==> config.mk <==
export PLATFORM = sky130hd
export DESIGN_NAME = pfn_div_cell
export DESIGN_NICKNAME = d
export VERILOG_FILES = /design/src/hdl/pfn_pkg.sv /design/src/hdl/pfn_div_cell.sv
export SDC_FILE = /design/constraint.sdc
export NUM_CORES = 1
export LEC_CHECK = 0
export ABC_AREA = 1
export BUFFER_PORTS_ARGS = -buffer_cell sky130_fd_sc_hd__buf_2
export CAP_MARGIN = 25
export CELL_PAD_IN_SITES_DETAIL_PLACEMENT = 0
export CELL_PAD_IN_SITES_GLOBAL_PLACEMENT = 2
export CORE_UTILIZATION = 25
export DETAILED_ROUTE_END_ITERATION = 16
export GPL_TIMING_DRIVEN = 1
export PLACE_DENSITY = 0.74
export SLEW_MARGIN = 20
export SYNTH_ARGS = -nofsm -noshare
export SYNTH_HDL_FRONTEND = slang
export SYNTH_SLANG_ARGS = --single-unit
==> constraint.sdc <==
create_clock -name clk -period 1.96 [get_ports clk]
set_input_delay 0.294 -clock clk [delete_from_list [all_inputs] [get_ports clk]]
set_output_delay 0.294 -clock clk [all_outputs]
set_load 0.02 [all_outputs]
==> src/hdl/pfn_pkg.sv <==
// pfn_pkg: shared types, widths and helpers for the fractal gradient noise pipeline.
// No dependencies.
package pfn_pkg;

  localparam int COORD_BITS = 16;
  localparam int FREQ_BITS  = 24;
  localparam int OCT_BITS   = 4;
  localparam int FRAC_BITS  = 16;
  localparam int TAB_BITS   = 8;
  localparam int TABLE_SIZE = 1 << TAB_BITS;
  localparam int SCL_W      = FRAC_BITS + TAB_BITS;
  localparam int DOT_W      = FRAC_BITS + 3;
  localparam int DIF_W      = DOT_W + 1;
  localparam int LRP_W      = FRAC_BITS + 4;
  localparam int FADE_W     = FRAC_BITS + 1;
  localparam int P_W        = FRAC_BITS + 4;
  localparam int Q_BITS     = FRAC_BITS + 2;
  localparam int NOISE_W    = 16;
  localparam int GRAY_W     = 8;

  typedef enum logic {
    CMD_LOAD  = 1'b0,
    CMD_PIXEL = 1'b1
  } cmd_t;

  typedef enum logic {
    REG_OCTAVE_COUNT = 1'b0,
    REG_BASE_FREQ    = 1'b1
  } reg_idx_t;

  typedef struct packed {
    logic                valid;
    cmd_t                cmd;
    logic [SCL_W-1:0]    sx;
    logic [SCL_W-1:0]    sy;
    logic [TAB_BITS-1:0] tidx;
    logic [TAB_BITS-1:0] tval;
  } beat_t;

  typedef struct packed {
    logic valid;
    logic neg;
  } div_ctl_t;

  typedef struct packed {
    logic signed [NOISE_W-1:0] noise;
    logic [GRAY_W-1:0]         gray;
  } res_t;

  // round((noise + 1) / 2 * 255) on the Q1.15 code
  function automatic logic [GRAY_W-1:0] gray_of(logic signed [NOISE_W-1:0] nv);
    logic [NOISE_W-1:0] ofs;
    logic [24:0]        sc;
    ofs = {~nv[NOISE_W-1], nv[NOISE_W-2:0]};
    sc  = {1'b0, ofs, 8'b0} - {9'b0, ofs} + 25'd32768;
    return sc[23:16];
  endfunction

endpackage

==> src/hdl/pfn_div_cell.sv <==
// pfn_div_cell: one restoring-division step, yields one quotient bit per beat.
// Depends on pfn_pkg.
module pfn_div_cell #(
  parameter int REM_W = 28,
  parameter int D_W   = 9,
  parameter int Q_W   = 18,
  parameter int BIT   = 0
) (
  input  logic              clk,
  input  logic              rst,
  input  logic              en,
  input  logic [D_W-1:0]    d2,
  input  pfn_pkg::div_ctl_t ctl_in,
  input  logic [REM_W-1:0]  rem_in,
  input  logic [Q_W-1:0]    q_in,
  output pfn_pkg::div_ctl_t ctl_out,
  output logic [REM_W-1:0]  rem_out,
  output logic [Q_W-1:0]    q_out
);
  import pfn_pkg::*;

  logic [REM_W-1:0] sub;
  logic             ge;
  logic [Q_W-1:0]   q_next;

  assign sub = REM_W'(d2) << BIT;
  assign ge  = rem_in >= sub;

  always_comb begin
    q_next      = q_in;
    q_next[BIT] = ge;
  end

  always_ff @(posedge clk) begin
    if (rst) begin
      ctl_out.valid <= 1'b0;
    end else if (en) begin
      ctl_out <= ctl_in;
    end
  end

  always_ff @(posedge clk) begin
    if (en) begin
      rem_out <= ge ? rem_in - sub : rem_in;
      q_out   <= q_next;
    end
  end

endmodule

==> results_dict.tcl <==
set metrics [dict create \
    grt-ovfl-total 0 \
    first_pass_iters 6 \
    port_buffers 106 \
    fmax_mhz 558.6 \
    synth_edf_count 47 \
    area_growth_pct 35.29 \
    cp_data_required_time_ns 2.01 \
    synth_area_leaders "edfxtp_1, nand2_1, inv_1" \
    reg2reg_depth 2 \
    r2r_setup_slack_ns 1.41 \
    worst-setup-path-type "input pin to flip-flop" \
    cts_buffers 5 \
    synth_area_leader_cell "edfxtp_1" \
    pin_count 108 \
    drc 0 \
    synth_warnings 0 \
    fp-row-count 40 \
    dp_hpwl_mm 7.512 \
    start_kind "input pin" \
    viasPerCell 4.226 \
    slew_headroom_pct 74.00 \
    cts_resized 0 \
    fin_util_pct 35.33 \
    cts-root-buf "clkbuf_16" \
    ctsLongestPathBuffers 2 \
    routedWlPerCell_um 12.65 \
    grt_usage_pct 14.59 \
    post_route_cells_drive_above_1_share_pct 34.66 \
    critPathLaunch "rem_in[0]" \
    yosys_most_used_dff "edfxtp_1" \
    period_needed_ns 1.790 \
    cp-endpoint "rem_out[8]$_DFFE_PP_" \
    final-hold-violation-count 0 \
    syn-instance-count 405 \
    reg2reg_from "ctl_out[1]$_SDFFE_PP0P_" \
    slew_viol_final 0 \
    first_global_vias 3016 \
    min_period_over_period_pct 91.34 \
    leakage_nw 2.113 \
    die_h_um 115.2 \
    antenna_found_initial 0 \
    max_slew.worst_pin.slew_ns 0.3900 \
    synth.most_common_cell "nand2_1" \
    p_per_area_mw_per_mm2 662.4 \
    async_flop_share_pct 0 \
    finalSetupViolations 0 \
    tns_ns 0 \
    rsz0062_at_grt "no" \
    worstSetupEndpointType "flip-flop" \
    dp.cells 714 \
    htreeDepth 2 \
    num_vias 3051 \
    r2r_end "ctl_out[1]$_SDFFE_PP0P_" \
    vdd_ir_drop_max_v 0.0002904 \
    nNetsFinal 623 \
    n_antenna_cell 0 \
    wirelength_mm 9.130 \
    die_w_um 115.2 \
    cts_tree "yes" \
    postCtsHoldBufs 0 \
    cts_sinks 48 \
    clk_pin_slew_ns 0.06 \
    arrival_ns 1.84 \
    clock_latency_ns 0.28 \
    netlist_top_cells_count "nand2_1, inv_1, edfxtp_1, nor2_1, nand3_1" \
    place_congestion 0.8326 \
    hold_ws_ns 0.1798 \
    yosysSeqAreaShare_pct 44.70 \
    clock_skew_ns 0 \
    yosysTopAreaCellShare_pct 44.08 \
    die-area_mm2 0.01326 \
    drtIter0Drc 174 \
    grt_max_degree 22 \
    grt_pass1_wl_mm 14.84 \
    path_max_fanout 21 \
    core-area_mm2 0.01226 \
    cap_violations 0 \
    drt.antenna.violating_nets 0 \
    layout.cells.non_filler 722 \
    synth_nets 475 \
    syn_area_per_cell_um2 7.906 \
    syn_area_mm2 0.003202 \
    postCtsSetupBuffers 0 \
    outcome "finished, final reports clean" \
    synth.distinct_cells 27 \
    hold_class "input pin to flip-flop" \
    synth_seq_cells 48 \
    initial_core_util_pct 26.11 \
]
## metrics by stage
step	power, mW	setup WS, ns	cell area, um^2
finish	2.869	0.1697	4332
global route	3.029	0.05775	4332
CTS	2.914	0.1609	4332
detailed placement	2.032	-0.1631	4188
global placement	2.024	-0.1269	4188
floorplan	1.695	0.04483	3204
## cells in the final DEF, fill, tap and decap left out
master and instances:
a21oi_1 5, a21oi_2 15, and2_1 1, buf_2 106, buf_4 38, clkbuf_16 5
clkinv_1 1, clkinvlp_4 2, dfxtp_1 1, edfxtp_1 47, fa_2 1, ha_1 9
inv_1 67, inv_2 2, inv_4 1, nand2_1 133, nand2_2 10, nand2_4 1
nand3_1 26, nand3b_1 7, nand4_1 13, nor2_1 40, nor2_2 5, nor2_4 5
nor3_1 1, o21ai_0 4, o21ai_2 1, or2_1 1, xnor2_1 2, xor2_1 4
## worst max-delay path: stages
cell	delay (ns)
buf_2	0.07
inv_1	0.04
ha_1	0.22
fa_2	0.38
o21ai_2	0.19
nand2_2	0.09
nor2_4	0.13
nor2_4	0.05
nand2_4	0.08
inv_4	0.14
nand2_2	0.09
nand2_1	0.05
## state kept, by name, indices dropped and copies added, names as in the netlist
signal   cells
rem_out     28
q_out       18
ctl_out      2
## kinds of logic (layout without fill, tap and decap cells)
| family | after synthesis | count (layout) | synth area share (%) |
|---|---|---|---|
| and+or+nand+nor | 243 | 243 | 34.11 |
| buffers and inverters | 73 | 222 | 9.613 |
| DFF | 48 | 48 | 44.70 |
| AOI/OAI and AO/OA | 25 | 25 | 5.784 |
| adders and majority gates | 10 | 10 | 4.142 |
| xor gates and xnor gates | 6 | 6 | 1.641 |
## worst min-delay path by stage
stage	start	to	depth (start not counted)
6_report	rst	ctl_out[1]$_SDFFE_PP0P_	2
5_1_grt	rst	ctl_out[1]$_SDFFE_PP0P_	2
4_1_cts	rst	ctl_out[1]$_SDFFE_PP0P_	2
3_5_place_dp	ctl_out[1]$_SDFFE_PP0P_	ctl_out[1]$_SDFFE_PP0P_	2
3_3_place_gp	ctl_out[1]$_SDFFE_PP0P_	ctl_out[1]$_SDFFE_PP0P_	2
2_1_floorplan	rst	ctl_out[1]$_SDFFE_PP0P_	1
## cell type report
cell class | instances | area (um^2)
Clock buffer | 5 | 125.1
Fill cell | 1316 | 7930
Sequential cell | 48 | 1431
Timing Repair Buffer | 144 | 815.8
Clock inverter | 3 | 18.77
Multi-Input combinational cell | 284 | 1465
Inverter | 70 | 265.3
Tap cell | 168 | 210.2
## power breakdown
group / internal [mW] / total [mW] / switching [mW]
logic: 0.283 / 0.742 / 0.459
registers: 1.24 / 1.26 / 0.0208
clock network: 0.469 / 0.866 / 0.396
total: 1.99 / 2.87 / 0.876
## metal layers
metal / global-route usage [%] / share of wire, %
met1: 19.86 / 49
met2: 24.30 / 44
met3: 2.688 / 5.4
met4: 2.597 / 1.2
met5: 0 / 0
(Power assumes the default switching activity.)
